===== config.mk =====
export PLATFORM = sky130hd
export DESIGN_NAME = from_line_escaper_top
export DESIGN_NICKNAME = d
export VERILOG_FILES = /design/src/sv/fle_pkg.sv /design/src/sv/fle_cell.sv /design/src/sv/from_line_escaper_top.sv
export SDC_FILE = /design/constraint.sdc
export NUM_CORES = 1
export LEC_CHECK = 0
export BUFFER_PORTS_ARGS = -buffer_cell sky130_fd_sc_hd__buf_4
export CAP_MARGIN = 40
export CORE_MARGIN = 2
export CORE_UTILIZATION = 56
export CTS_BUF_LIST = sky130_fd_sc_hd__clkbuf_8
export DETAILED_ROUTE_END_ITERATION = 6
export PLACE_DENSITY = 0.88
export SLEW_MARGIN = 20
export SYNTH_ARGS = -nofsm -noshare
export SYNTH_HDL_FRONTEND = slang
export SYNTH_HIERARCHICAL = 1
export SYNTH_SLANG_ARGS = --single-unit

===== constraint.sdc =====
create_clock -name clk -period 2.9 [get_ports clk]
set_input_delay 0.145 -clock clk [delete_from_list [all_inputs] [get_ports clk]]
set_output_delay 0.145 -clock clk [all_outputs]
set_load 0.02 [all_outputs]

===== src/sv/fle_pkg.sv =====
// Package for the From-line escaper: window size, character codes and the
// per-cell control word shared by the cells and the top level.
// Depends on nothing.
`default_nettype none

package fle_pkg;

  localparam int WINDOW_DEPTH = 5;
  localparam int CNT_W = $clog2(WINDOW_DEPTH + 1);

  localparam logic [7:0] QUOTE_CHAR = 8'h3E;
  localparam logic [7:0] LINE_FEED  = 8'h0A;
  localparam logic [7:0] CAP_F      = 8'h46;

  // "From " with entry 0 holding the 'F'.
  localparam logic [WINDOW_DEPTH-1:0][7:0] FROM_PATTERN =
    {8'h20, 8'h6D, 8'h6F, 8'h72, CAP_F};

  typedef struct packed {
    logic shift;  // take the neighbor's byte
    logic load;   // take the incoming word
  } fle_cell_ctl_t;

endpackage

`default_nettype wire


===== src/sv/fle_cell.sv =====
// One cell of the lookahead window: holds one byte, shifts toward the head
// and flags a match against its fixed character of "From ".
// Depends on fle_pkg.
`default_nettype none

module fle_cell
  import fle_pkg::*;
#(
  parameter logic [7:0] MATCH_BYTE = CAP_F
) (
  input  wire logic          clk,
  input  wire fle_cell_ctl_t ctl,
  input  wire logic [7:0]    new_byte,
  input  wire logic [7:0]    next_byte,
  output logic [7:0]         cell_byte,
  output logic               match
);

  always_ff @(posedge clk) begin
    if (ctl.load) begin
      cell_byte <= new_byte;
    end else if (ctl.shift) begin
      cell_byte <= next_byte;
    end
  end

  assign match = (cell_byte == MATCH_BYTE);

endmodule

`default_nettype wire


===== src/sv/from_line_escaper_top.sv =====
// From-line escaper: a word leaves once four more words of its message have
// arrived, or during the end-of-message flush; the output is registered.
// One word per cycle while the output is not stalled, each inserted '>' taking a
// word's slot; the flush, with input held off, drains one held word per cycle as well.
// Synchronous reset clears the fill count, flush and line-start flags and the
// result valid; the window bytes are not cleared.
`default_nettype none

module from_line_escaper_top
  import fle_pkg::*;
(
  input  wire logic       clk,
  input  wire logic       rst,
  input  wire logic       msg_valid,
  output logic            msg_ready,
  input  wire logic [7:0] data_byte,
  input  wire logic       end_of_message,
  output logic            esc_valid,
  input  wire logic       esc_ready,
  output logic [7:0]      out_byte,
  output logic            out_last
);

  localparam logic [CNT_W-1:0] FULL = CNT_W'(WINDOW_DEPTH);

  logic [CNT_W-1:0] cnt;
  logic             flushing;
  logic             after_line_start;
  logic             quote_done;

  logic [WINDOW_DEPTH-1:0][7:0] bytes;
  logic [WINDOW_DEPTH-1:0]      match;
  fle_cell_ctl_t                ctl [WINDOW_DEPTH];

  logic             head_ready, quote_needed, space, gen, do_quote, release_head;
  logic             accept, last_out;
  logic [CNT_W-1:0] widx;
  logic [7:0]       head;

  assign head         = bytes[0];
  assign head_ready   = (cnt == FULL) || (flushing && (cnt != '0));
  assign quote_needed = after_line_start && (cnt == FULL) && (&match) && !quote_done;
  assign space        = !esc_valid || esc_ready;
  assign gen          = head_ready && space;
  assign do_quote     = gen && quote_needed;
  assign release_head = gen && !quote_needed;
  assign last_out     = flushing && (cnt == CNT_W'(1));

  assign msg_ready = !flushing && ((cnt != FULL) || release_head);
  assign accept    = msg_valid && msg_ready;
  assign widx      = cnt - CNT_W'(release_head);

  genvar gi;
  generate
    for (gi = 0; gi < WINDOW_DEPTH; gi++) begin : g_cell
      logic [7:0] right_byte;
      if (gi == WINDOW_DEPTH - 1) begin : g_tail
        assign right_byte = data_byte;
      end else begin : g_mid
        assign right_byte = bytes[gi+1];
      end

      assign ctl[gi].shift = release_head;
      assign ctl[gi].load  = accept && (widx == CNT_W'(gi));

      fle_cell #(
        .MATCH_BYTE(FROM_PATTERN[gi])
      ) u_cell (
        .clk      (clk),
        .ctl      (ctl[gi]),
        .new_byte (data_byte),
        .next_byte(right_byte),
        .cell_byte(bytes[gi]),
        .match    (match[gi])
      );
    end
  endgenerate

  always_ff @(posedge clk) begin
    if (rst) begin
      cnt              <= '0;
      flushing         <= 1'b0;
      after_line_start <= 1'b0;
      quote_done       <= 1'b0;
    end else begin
      cnt <= cnt - CNT_W'(release_head) + CNT_W'(accept);

      if (accept && end_of_message) begin
        flushing <= 1'b1;
      end else if (release_head && last_out) begin
        flushing <= 1'b0;
      end

      // '>' keeps line-start; line feed sets it; message end or any other byte clears it.
      if (release_head) begin
        if (last_out) begin
          after_line_start <= 1'b0;
        end else if (head == LINE_FEED) begin
          after_line_start <= 1'b1;
        end else if (head != QUOTE_CHAR) begin
          after_line_start <= 1'b0;
        end
      end

      if (do_quote) begin
        quote_done <= 1'b1;
      end else if (release_head) begin
        quote_done <= 1'b0;
      end
    end
  end

  always_ff @(posedge clk) begin
    if (rst) begin
      esc_valid <= 1'b0;
    end else if (gen) begin
      esc_valid <= 1'b1;
    end else if (esc_ready) begin
      esc_valid <= 1'b0;
    end
  end

  always_ff @(posedge clk) begin
    if (gen) begin
      out_byte <= do_quote ? QUOTE_CHAR : head;
      out_last <= release_head && last_out;
    end
  end

endmodule

`default_nettype wire


==> PnR_summary.wiki, run 1 <==
{| class="wikitable"
! Metric !! Value
|-
| Status || finished, violations left
|-
| Violated checks || negative setup slack
|-
| Average cell area after synthesis || 15.5 µm²
|-
| Transition time of the tightest slew-check pin || 0.352 ns
|-
| Vias/cell || 5.44
|-
| Gpl congestion || 0.852
|-
| Arrival time of the worst setup path || 3.13 ns
|-
| Residual antenna-violating net count after detailed routing || 0
|-
| Cells on worst reg2reg path || 13
|-
| Total of warnings raised by yosys || 6
|-
| Floorplan die width || 75.3 µm
|-
| Core outline area || 0.00482 mm²
|-
| Final clock skew || 0.00733 ns
|-
| Relative slew slack || 76.5%
|-
| Number of nets in the synthesized netlist || 200
|-
| Die Y-Extent || 75.3 µm
|-
| Fraction of layout cells with a size suffix above 1 || 51.5%
|-
| Global-route wire length before repair || 8120 µm
|-
| Register-to-register setup slack || -0.16 ns
|-
| Fill count || 301
|-
| Final worst path period need || 3.06 ns
|-
| Maximum level of the CTS H-tree || 2
|-
| Critical setup path kind || reg -> reg
|-
| Dominant register cell in the synthesized netlist || sky130_fd_sc_hd__edfxtp_1
|-
| DPL Wire Length || 3590 µm
|-
| Max Freq || 327 MHz
|-
| Count of port buffers added during placement || 23
|-
| Area of the mapped netlist || 0.00285 mm²
|-
| EDFF count, synth || 49
|-
| Clock insertion delay at the later pin of the skew report || 0.32 ns
|-
| Drt wl/cell || 16.6 µm
|-
| CTS tree || built
|-
| Final core utilization || 73.9%
|-
| Initial standard-cell utilization of the core || 59.1%
|-
| Cell Rows || 25
|-
| Count of unique library cells instantiated by Yosys || 42
|-
| GRT overflow || 0
|-
| Detailed-route via count || 1,674
|-
| Area overhead of the layout relative to synthesis || 25.1%
|-
| Final period util || 105%
|-
| Number of global-route vias before repair || 1,651
|-
| Kind of end point of the critical path || flip-flop
|-
| CTS clk-pin slew, worst paths || 0.10 ns
|-
| Async set or reset register ratio after synthesis || 0%
|-
| Post-route DRC violation count || 0
|-
| Final hold violation count || 0
|-
| Flip-flop and latch area || 0.00161 mm²
|-
| CTS Buffer Depth || 2
|-
| Cell at the root of the clock tree || sky130_fd_sc_hd__clkbuf_8
|-
| DR iter-0 viols || 63
|-
| Number of antenna cells inserted || 0
|-
| Worst vdd ir || 714 µV
|-
| WP data required || 2.97 ns
|-
| Flops & latches, synth || 56
|-
| Largest net degree at the start of global routing || 19
|-
| Clock sinks || 56
|-
| Num CTS Buffers || 5
|-
| Leakage || 1.38 nW
|-
| Leading cell type in the layout, fill and taps excluded || sky130_fd_sc_hd__edfxtp_1
|-
| Setup-violating endpoint count in the final report || 56
|-
| Setup repair after global routing missed its margin || true
|-
| Top Ports || 24
|-
| Total global-route track usage || 19.6%
|-
| Setup slack after placement || -0.307 ns
|-
| Critical Path Start Type || flip-flop
|-
| Most used cells in the layout excluding fill and tap cells || sky130_fd_sc_hd__edfxtp_1 (49), sky130_fd_sc_hd__buf_4 (44), sky130_fd_sc_hd__mux2_4 (40), sky130_fd_sc_hd__nor2_1 (10), sky130_fd_sc_hd__buf_6 (10)
|-
| Die outline area || 0.00567 mm²
|-
| Final #Nets || 256
|-
| Largest fanout on the critical path || 8
|-
| Initial antenna violation count || 0
|-
| Footprint of the multi-input gates || 0.00129 mm²
|-
| Number of standard cells after synthesis || 184
|-
| Hold bufs inserted after CTS || 0
|-
| Proportion of synthesized chip area in sequential cells || 56.6%
|-
| Reported max-cap violation count || 0
|-
| Power density cells || 1150 mW/mm²
|-
| Slew Limit Fails || 0
|-
| Tightest Hold Check Type || in -> reg
|-
| Routed Wire Length || 5120 µm
|-
| Smallest setup slack after layout || -0.158 ns
|-
| Detailed Routing Iterations Pass 1 || 4
|-
| Hold-critical path depth || 2
|}
what timing repair did:
| item | 4_1_cts | 5_1_grt |
|---|---|---|
| buffers inserted | 4 | 4 |
| gates cloned | 2 | 1 |
| gates resized for setup | 23 | 9 |
| pin swaps | 12 | 7 |
| endpoints found under the setup margin | 80 | 80 |
where the power goes:
part / switching (W) / internal [W] / leakage (nW)
Clock: 0.000262 / 0.000172 / 0.0445
Combinational: 0.000879 / 0.00120 / 0.820
Sequential: 0.000185 / 0.00141 / 0.512
Total: 0.00133 / 0.00278 / 1.38
state kept, by name, indices dropped and copies added (netlist names):
register / flops
quote_done: 1
esc_valid: 1
g_cell.u_cell/cell_byte: 40
after_line_start: 1
out_last: 1
out_byte: 8
flushing: 1
cnt: 3
area by class of cell:
type / count / share of cell area [%]
flip-flops and latches: 56 / 45.2
repair buffers: 55 / 13.0
multi-input cells: 116 / 36.2
clock buffers: 5 / 1.93
inverters: 6 / 0.632
clock inverters: 3 / 0.597
well taps: 67 / 2.35
synth_stat cells (all sizes together) (3+ instances only):
| cell | n | area (µm²) |
|---|---|---|
| or2 | 5 | 31.3 |
| nand4bb | 3 | 33.8 |
| nand4 | 3 | 18.8 |
| nor4 | 4 | 25.0 |
| inv | 6 | 22.5 |
| nor3 | 3 | 15.0 |
| edfxtp | 49 | 1470 |
| nand2b | 8 | 50.1 |
| and2 | 3 | 18.8 |
| nor2b | 4 | 25.0 |
| nor2 | 12 | 47.6 |
| buf | 5 | 56.3 |
| dfxtp | 7 | 140 |
| mux2 | 40 | 601 |
| ha | 3 | 37.5 |
metrics by stage:
stage	hold WS, ns	setup TNS [ns]	cells	total power [W]	instance area [µm²]
after floorplan	0.313	-0.000586	184	0.00283	2870
after global placement	0.373	-9.28	290	0.00323	3270
after global routing	0.0489	-16.67	308	0.00433	3560
after detailed placement	0.376	-18.37	290	0.00333	3270
after CTS	0.0348	-5.14	303	0.00398	3490
final	0.0461	-4.79	308	0.00410	3560
layer usage:
metal	GRT usage (%)	part of all wire [%]	up-vias	wire length (µm)
met4	4.68	0.88	0	45
met2	37.4	58	31	2950
met5	0	0	-	0
li1	-	-	813	-
met1	22.0	38	825	1960
met3	4.76	3.3	5	168
worst max-delay path, stage by stage, from the launching register on:
cell                       delay [ns]
sky130_fd_sc_hd__edfxtp_1        0.43
sky130_fd_sc_hd__nor4_2          0.28
sky130_fd_sc_hd__and4b_1         0.28
sky130_fd_sc_hd__nand4_1         0.13
sky130_fd_sc_hd__nor2_2          0.19
sky130_fd_sc_hd__a21boi_4        0.08
sky130_fd_sc_hd__ha_4            0.17
sky130_fd_sc_hd__ha_4            0.17
sky130_fd_sc_hd__xor2_4          0.16
sky130_fd_sc_hd__buf_6           0.15
sky130_fd_sc_hd__buf_6           0.11
sky130_fd_sc_hd__nor4_4          0.17
sky130_fd_sc_hd__buf_6           0.20
sky130_fd_sc_hd__mux2_4          0.31
kinds of logic (layout without fill, tap and decap cells):
logic type	count (synthesis)	in the layout	synth area share, %
and+or+nand+nor	60	60	13.8
DFF	56	56	56.6
buffers and inverters	12	69	2.90
adders and majority gates	3	3	1.32
xor gates and xnor gates	2	2	0.615
muxes	40	40	21.1
AOI/OAI and AO/OA	11	11	3.69
final timing paths:
path / from / end
max reg2reg: g_cell[4].u_cell/cell_byte[2] / g_cell[3].u_cell/cell_byte[1]
max: g_cell[4].u_cell/cell_byte[2] / g_cell[3].u_cell/cell_byte[1]
min: rst / esc_valid
min reg2reg: quote_done / quote_done
(Power assumes the default switching activity.)
==> run 2: changes to the inputs <==
--- a/config.mk
+++ b/config.mk
@@ -6,4 +6,5 @@
 export NUM_CORES = 1
 export LEC_CHECK = 0
+export ABC_AREA = 1
 export BUFFER_PORTS_ARGS = -buffer_cell sky130_fd_sc_hd__buf_4
 export CAP_MARGIN = 40
==> constraint.sdc (replaced) <==
create_clock -name clk -period 2.9 [get_ports clk]
set_input_delay 0.145 -clock clk [delete_from_list [all_inputs] [get_ports clk]]
set_output_delay 0.145 -clock clk [all_outputs]
set_load 0.005 [all_outputs]
==> run 2 against run 1 <==
Effect of this change: the flow now finishes without violations; sequential share of layout area rose by 4.5 points; largest power group is now sequential cells; die area rose by 0.12%; via count rose by 33%; register-to-register slack improved by 0.31 ns; area after synthesis rose by 0.13%; count of clock-buffer cells in the layout did not move; setup slack improved by 0.31 ns; synthesized cell count rose by 78%; clock power fell by 7.4%; sequential cell count did not move; first-iteration DRC count rose by 100%; clock skew rose by 0.0012 ns.
==> PnR_summary.wiki, run 2 <==
{| class="wikitable"
! Metric !! Value
|-
| Routed Wire Length || 5670 µm
|-
| CTS clk-pin slew, worst paths || 0.09 ns
|-
| Number of global-route vias before repair || 2,156
|-
| Die outline area || 0.00568 mm²
|-
| Fraction of layout cells with a size suffix above 1 || 18.3%
|-
| Largest net degree at the start of global routing || 17
|-
| Dominant register cell in the synthesized netlist || sky130_fd_sc_hd__edfxtp_1
|-
| Async set or reset register ratio after synthesis || 0%
|-
| DPL Wire Length || 4210 µm
|-
| Worst vdd ir || 370 µV
|-
| Most used cells in the layout excluding fill and tap cells || sky130_fd_sc_hd__nand2_1 (150), sky130_fd_sc_hd__edfxtp_1 (49), sky130_fd_sc_hd__inv_1 (36), sky130_fd_sc_hd__buf_4 (34), sky130_fd_sc_hd__nor2_1 (27)
|-
| Critical setup path kind || reg -> reg
|-
| CP delay by family, top || simple AND/OR/NAND/NOR gates
|-
| Proportion of synthesized chip area in sequential cells || 56.5%
|-
| CTS tree || built
|-
| Total global-route track usage || 22.5%
|-
| Proportion of synthesized area in mux cells || 0%
|-
| Leading post-synthesis cells by instance count || sky130_fd_sc_hd__nand2_1 (151), sky130_fd_sc_hd__edfxtp_1 (49), sky130_fd_sc_hd__inv_1 (35)
|-
| Maximum level of the CTS H-tree || 2
|-
| Final clock skew || 0.00850 ns
|-
| Part of the total power dissipated in sequential elements || 53.4%
|-
| Number of antenna cells inserted || 0
|-
| Leading cell type in the layout, fill and taps excluded || sky130_fd_sc_hd__nand2_1
|-
| WP data required || 2.92 ns
|-
| Largest registers || g_cell.u_cell/cell_byte (40), out_byte (8), cnt (3)
|-
| Final worst path period need || 2.75 ns
|-
| Detailed Routing Iterations Pass 1 || 4
|-
| End point of the critical path || g_cell[1].u_cell/cell_byte[5]
|-
| Worst Setup SP || g_cell[3].u_cell/cell_byte[4]
|-
| Leakage || 1.53 nW
|-
| WP depth || 16
|-
| Die Y-Extent || 75.4 µm
|-
| Most flops, register || g_cell.u_cell/cell_byte
|-
| Cell chain of the critical path || nor2_1 > nand2_1 > nor2_1 > nand2_1 > inv_1 > nand2_1 > nor2_4 > a21oi_4 > ha_1 > ha_1 > or2_1 > nand2_2 > inv_2 > nand3_1 > nor2_1 > or2_1
|-
| CTS Buffer Depth || 2
|-
| Flops & latches, synth || 56
|-
| Num CTS Buffers || 5
|-
| XOR/XNOR Fraction of Synth Area || 0%
|-
| Final #Nets || 381
|-
| Residual antenna-violating net count after detailed routing || 0
|-
| Comb power frac || 28.8%
|-
| Max FFs per register || 40
|-
| Slew Limit Fails || 0
|-
| EDFF count, synth || 49
|-
| Top Ports || 24
|-
| Cell internal power dissipation || 0.00152 W
|-
| Count of unique library cells instantiated by Yosys || 24
|-
| Floorplan die width || 75.4 µm
|-
| Top cell type's share of synthesized area || 51.6%
|-
| Sum of buffers and inverters on the critical path || 2
|-
| Simple-gate share of the synthesized area || 31.2%
|-
| Initial antenna violation count || 0
|-
| GRT overflow || 0
|-
| Reported max-cap violation count || 0
|-
| Net Sw Power || 0.000743 W
|-
| Detailed-route via count || 2,223
|-
| Tightest Hold Check Type || in -> reg
|-
| Global-route wire length before repair || 9390 µm
|-
| Most frequently used cell type in the post-synthesis netlist || sky130_fd_sc_hd__nand2_1
|-
| Initial standard-cell utilization of the core || 59.2%
|-
| Placed instance count || 419
|-
| Transition time of the tightest slew-check pin || 0.360 ns
|-
| Clock sinks || 56
|-
| Final period util || 94.8%
|-
| Cell Rows || 25
|-
| Final hold violation count || 0
|-
| Vias/cell || 5.13
|-
| Clock insertion delay at the later pin of the skew report || 0.31 ns
|-
| Highest-delay cell along the critical path || sky130_fd_sc_hd__edfxtp_1
|-
| Drt wl/cell || 13.1 µm
|-
| Area of the mapped netlist || 0.00285 mm²
|-
| Cell at the root of the clock tree || sky130_fd_sc_hd__clkbuf_8
|-
| Post-route DRC violation count || 0
|-
| Proportion of power drawn by the clock network || 17.8%
|-
| Gpl congestion || 0.979
|-
| Number of standard cells after synthesis || 328
|-
| Origin of the critical flop-to-flop path || g_cell[3].u_cell/cell_byte[4]
|-
| Cells on worst reg2reg path || 16
|-
| Relative slew slack || 76.0%
|-
| Share of the synthesized area in compound gates (AO/OA/AOI/OAI) || 2.90%
|-
| Post-synth top area cell || sky130_fd_sc_hd__edfxtp_1
|-
| Number of nets in the synthesized netlist || 344
|-
| Power density cells || 696 mW/mm²
|-
| DR iter-0 viols || 129
|-
| Largest fanout on the critical path || 8
|-
| Endpoint of the lowest-slack register-to-register path || g_cell[1].u_cell/cell_byte[5]
|-
| Arrival time of the worst setup path || 2.77 ns
|-
| Non-filler instance count after layout || 433
|-
| Area overhead of the layout relative to synthesis || 13.7%
|-
| Total of warnings raised by yosys || 6
|-
| Critical Path Start Type || flip-flop
|-
| Setup-violating endpoint count in the final report || 0
|-
| Switching part of the total || 32.9%
|-
| Count of port buffers added during placement || 23
|-
| Final core utilization || 67.3%
|-
| Register-to-register setup slack || 0.15 ns
|-
| Combinational family with the most area after synthesis || simple AND/OR/NAND/NOR gates
|-
| Largest stage delay, worst path || 0.42 ns
|-
| Average cell area after synthesis || 8.69 µm²
|-
| Ranking of synthesized cells by area || sky130_fd_sc_hd__edfxtp_1 (52%), sky130_fd_sc_hd__nand2_1 (20%), sky130_fd_sc_hd__dfxtp_1 (4.9%)
|-
| Fraction of the mapped netlist area in adder cells || 1.32%
|-
| Max Freq || 364 MHz
|-
| Core outline area || 0.00482 mm²
|-
| Hold bufs inserted after CTS || 0
|-
| Kind of end point of the critical path || flip-flop
|-
| Status || completed
|}
## run 2: cell count changes in the layout (fill, tap and decap cells not counted), sizes merged, moves of 3 or more
cell and change:
nand2 +151, nor2b -4, and2 -3, nand3 +7, nand4bb -3, mux2 -40, nor2 +17, nor4 -4
inv +40, nand2b -8, buf -20, a21oi +3
## run 2: logic make-up (layout without fill, tap and decap cells)
| family | count (synthesis) | after routing |
|---|---|---|
| DFF | 56 | 56 |
| AOI/OAI and AO/OA | 11 | 11 |
| buffers and inverters | 51 | 89 |
| adders and majority gates | 3 | 3 |
| and+or+nand+nor | 207 | 207 |
## run 2: cell type report
type                    instances  area (µm²)
fillers                       403        1570
multi-input cells             221        1020
clock inverters                 3        15.0
well taps                      67        83.8
inverters                      46         173
repair buffers                 35         267
flip-flops and latches         56        1610
clock buffers                   5        68.8
## run 2: worst register-to-register path, cell delays in order (launching register included)
cell                       delay [ns]
sky130_fd_sc_hd__edfxtp_1        0.42
sky130_fd_sc_hd__nor2_1          0.15
sky130_fd_sc_hd__nand2_1         0.07
sky130_fd_sc_hd__nor2_1          0.11
sky130_fd_sc_hd__nand2_1         0.08
sky130_fd_sc_hd__inv_1           0.07
sky130_fd_sc_hd__nand2_1         0.08
sky130_fd_sc_hd__nor2_4          0.13
sky130_fd_sc_hd__a21oi_4         0.07
sky130_fd_sc_hd__ha_1            0.19
sky130_fd_sc_hd__ha_1            0.19
sky130_fd_sc_hd__or2_1           0.24
sky130_fd_sc_hd__nand2_2         0.10
sky130_fd_sc_hd__inv_2           0.07
sky130_fd_sc_hd__nand3_1         0.07
sky130_fd_sc_hd__nor2_1          0.05
sky130_fd_sc_hd__or2_1           0.37
## run 2: how the worst min path moves through the flow
| stage | end | cells past startpoint | startpoint | slack (ns) |
|---|---|---|---|---|
| 2_1_floorplan | esc_valid | 1 | rst | 0.21 |
| 3_3_place_gp | esc_valid | 2 | rst | 0.35 |
| 3_5_place_dp | esc_valid | 2 | rst | 0.35 |
| 4_1_cts | cnt[0] | 2 | rst | 0.02 |
| 5_1_grt | cnt[0] | 2 | rst | 0.03 |
| 6_report | cnt[0] | 2 | rst | 0.02 |
## run 2: metrics by stage
| stage | worst slack (ns) | TNS, ns | power, W | hold slack [ns] | area [µm²] |
|---|---|---|---|---|---|
| 4_1_cts | 0.00253 | 0 | 0.00224 | 0.0199 | 3180 |
| 3_3_place_gp | 0.147 | 0 | 0.00180 | 0.351 | 3100 |
| 3_5_place_dp | 0.0335 | 0 | 0.00184 | 0.350 | 3100 |
| 5_1_grt | -0.0438 | -0.931 | 0.00241 | 0.0269 | 3240 |
| 2_1_floorplan | 0.178 | 0 | 0.00166 | 0.214 | 2850 |
| 6_report | 0.152 | 0 | 0.00226 | 0.0249 | 3240 |
## run 2: what timing repair did
item / CTS / global route
gates resized for setup: 0 / 5
buffers inserted: 0 / 6
endpoints found under the setup margin: 0 / 61
## run 2: per-layer routing
metal / GRT usage (%) / part of all wire (%) / vias up
met2: 43.3 / 55 / 51
met4: 9.75 / 3.5 / 0
met5: 0 / 0 / -
met3: 3.84 / 3.8 / 20
met1: 23.9 / 38 / 1052
li1: - / - / 1100
## run 2: power groups by stage
stage          Sequential [W]  Clock [W]  Combinational (W)
6_report              0.00120   0.000402           0.000651
5_1_grt               0.00122   0.000444           0.000748
4_1_cts               0.00121   0.000407           0.000619
3_5_place_dp          0.00123          0           0.000612
3_3_place_gp          0.00122          0           0.000579
2_1_floorplan         0.00120          0           0.000466
==> run 3: changes to the inputs <==
Settings changed: CORE_UTILIZATION 56 to 53, CTS_BUF_LIST sky130_fd_sc_hd__clkbuf_8 to sky130_fd_sc_hd__clkbuf_16, PLACE_DENSITY 0.88 to 0.85.
==> run 3 against run 2 <==
Effect of this change: final cell count rose by 0.69%; cell area rose by 3.2%; fmax decreased by 0.30%; routed wire length down 0.33%; first-iteration DRC count is 27% higher; worst hold slack better by 0.023 ns; global-route usage fell by 2.8 points; clock power rose by 65%; non-clock buffer count unchanged; die area up 5.4%.
==> PnR_summary.wiki, run 3 (synthesized netlist as in run 2, its figures left out) <==
{| class="wikitable"
! Metric !! Value
|-
| Highest-delay cell along the critical path || sky130_fd_sc_hd__edfxtp_1
|-
| Register-to-register setup slack || 0.14 ns
|-
| Critical setup path kind || reg -> reg
|-
| Final #Nets || 381
|-
| Clock sinks || 56
|-
| CTS clk-pin slew, worst paths || 0.07 ns
|-
| Setup-violating endpoint count in the final report || 0
|-
| WP data required || 2.95 ns
|-
| Final worst path period need || 2.76 ns
|-
| Max FFs per register || 40
|-
| Endpoint of the lowest-slack register-to-register path || g_cell[4].u_cell/cell_byte[0]
|-
| Vias/cell || 4.99
|-
| Cell internal power dissipation || 0.00177 W
|-
| Net Sw Power || 0.000775 W
|-
| GRT overflow || 0
|-
| Minimum hold slack || 0.0481 ns
|-
| CTS Buffer Depth || 2
|-
| Max Freq || 363 MHz
|-
| Cell at the root of the clock tree || sky130_fd_sc_hd__clkbuf_16
|-
| Largest registers || g_cell.u_cell/cell_byte (40), out_byte (8), cnt (3)
|-
| Relative slew slack || 76.5%
|-
| Area overhead of the layout relative to synthesis || 17.3%
|-
| Cells on worst reg2reg path || 18
|-
| Critical Path Start Type || flip-flop
|-
| Final period util || 95.1%
|-
| Number of antenna cells inserted || 0
|-
| Comb power frac || 26.2%
|-
| DR iter-0 viols || 164
|-
| Min-delay src || rst
|-
| Final hold violation count || 0
|-
| Crit-path most repeated cell || sky130_fd_sc_hd__nand2_1
|-
| Routed Wire Length || 5650 µm
|-
| Total global-route track usage || 19.7%
|-
| Fraction of layout cells with a size suffix above 1 || 20.2%
|-
| Leading cell type in the layout, fill and taps excluded || sky130_fd_sc_hd__nand2_1
|-
| Kind of end point of the critical path || flip-flop
|-
| Initial antenna violation count || 0
|-
| Largest fanout on the critical path || 8
|-
| Origin of the critical flop-to-flop path || g_cell[2].u_cell/cell_byte[4]
|-
| Number of global-route vias before repair || 2,038
|-
| Most used cells in the layout excluding fill and tap cells || sky130_fd_sc_hd__nand2_1 (150), sky130_fd_sc_hd__edfxtp_1 (49), sky130_fd_sc_hd__inv_1 (36), sky130_fd_sc_hd__buf_4 (33), sky130_fd_sc_hd__nor2_1 (23)
|-
| Leakage || 1.57 nW
|-
| Residual antenna-violating net count after detailed routing || 0
|-
| Drt wl/cell || 13.0 µm
|-
| Setup slack after placement || 0.0453 ns
|-
| Most flops, register || g_cell.u_cell/cell_byte
|-
| Detailed Routing Iterations Pass 1 || 4
|-
| Transition time of the tightest slew-check pin || 0.352 ns
|-
| Top Ports || 24
|-
| Tightest Hold Check Type || in -> reg
|-
| Reported max-cap violation count || 0
|-
| Cell Rows || 26
|-
| Floorplan die width || 77.4 µm
|-
| Largest stage delay, worst path || 0.39 ns
|-
| Gpl congestion || 0.861
|-
| Part of the total power dissipated in sequential elements || 47.6%
|-
| Global-route wire length before repair || 9110 µm
|-
| Hold-critical path depth || 2
|-
| Worst vdd ir || 391 µV
|-
| Switching part of the total || 30.5%
|-
| Power density cells || 759 mW/mm²
|-
| DPL Wire Length || 4210 µm
|-
| CTS tree || built
|-
| Count of port buffers added during placement || 23
|-
| Final clock skew || 0.00591 ns
|-
| Arrival time of the worst setup path || 2.81 ns
|-
| Die Y-Extent || 77.4 µm
|-
| Cell chain of the critical path || nor2_1 > nand2_1 > nor2_1 > nand2_1 > inv_1 > nand2_1 > nor2_4 > a21oi_4 > ha_1 > ha_1 > or2_1 > nand2_2 > inv_2 > nor3_4 > buf_6 > inv_2 > nand2_1 > nand2_1
|-
| Num CTS Buffers || 5
|-
| Hold bufs inserted after CTS || 0
|-
| Proportion of power drawn by the clock network || 26.2%
|-
| Clock insertion delay at the later pin of the skew report || 0.29 ns
|-
| Detailed-route via count || 2,174
|-
| Hold Crit Endpoint || flushing
|-
| Largest net degree at the start of global routing || 17
|-
| Post-route DRC violation count || 0
|-
| Maximum level of the CTS H-tree || 2
|-
| Core outline area || 0.00514 mm²
|-
| Die outline area || 0.00598 mm²
|-
| Smallest setup slack after layout || 0.143 ns
|-
| Status || completed
|-
| Initial standard-cell utilization of the core || 55.5%
|-
| Slew Limit Fails || 0
|}
==> run 3: timing repair <==
item                                    CTS  global route
endpoints found under the setup margin    0            74
hold endpoints to repair                  0             0
setup buffers                             0             5
resized for setup                         0            11
==> run 3: final cells by class <==
class | count | area, µm²
clock inverters | 3 | 38.8
flip-flops and latches | 56 | 1610
multi-input cells | 221 | 1040
repair buffers | 35 | 270
clock buffers | 5 | 125
inverters | 46 | 173
fillers | 421 | 1790
well taps | 70 | 87.6
==> run 3: metrics by stage <==
stage,TNS (ns),cell area (µm²),total power (W),utilization [%],cells
6_report,0,3350,0.00254,65.1,436
5_1_grt,-1.63,3350,0.00268,65.1,436
4_1_cts,0,3260,0.00250,63.5,430
3_5_place_dp,0,3100,0.00184,60.3,422
3_3_place_gp,0,3100,0.00180,60.3,422
2_1_floorplan,0,2850,0.00166,-,328
==> run 3: worst max-delay path by stage <==
stage,startpoint,end,slack [ns],depth (start not counted)
after floorplan,g_cell[0].u_cell/cell_byte[4],g_cell[4].u_cell/cell_byte[0],0.18,14
after CTS,g_cell[3].u_cell/cell_byte[7],g_cell[4].u_cell/cell_byte[6],0.005,15
after global routing,g_cell[3].u_cell/cell_byte[1],g_cell[4].u_cell/cell_byte[4],-0.09,18
after global placement,g_cell[3].u_cell/cell_byte[1],g_cell[4].u_cell/cell_byte[2],0.13,15
after detailed placement,g_cell[3].u_cell/cell_byte[7],g_cell[4].u_cell/cell_byte[4],0.05,15
final,g_cell[2].u_cell/cell_byte[4],g_cell[4].u_cell/cell_byte[0],0.14,18
==> run 3: worst max-delay path, delay by kind of cell, from the launching register on <==
family / cells / cell delay, ns
DFF: 1 / 0.39
adders and majority gates: 2 / 0.37
AOI/OAI and AO/OA: 1 / 0.06
buffers and inverters: 4 / 0.37
and+or+nand+nor: 11 / 1.33
==> run 3: per-layer routing <==
metal / share of wire, % / up-vias / global-route usage (%)
met5: 0 / - / 0
met4: 1.7 / 0 / 7.68
met3: 4.3 / 11 / 3.95
met2: 57 / 59 / 37.2
met1: 37 / 1004 / 21.5
li1: - / 1100 / -
==> run 3: power groups by stage <==
stage / Clock [W] / Combinational [W] / Sequential, W
final: 0.000664 / 0.000667 / 0.00121
after global routing: 0.000701 / 0.000756 / 0.00123
after CTS: 0.000672 / 0.000619 / 0.00121
after detailed placement: 0 / 0.000614 / 0.00123
after global placement: 0 / 0.000582 / 0.00122
after floorplan: 0 / 0.000466 / 0.00120
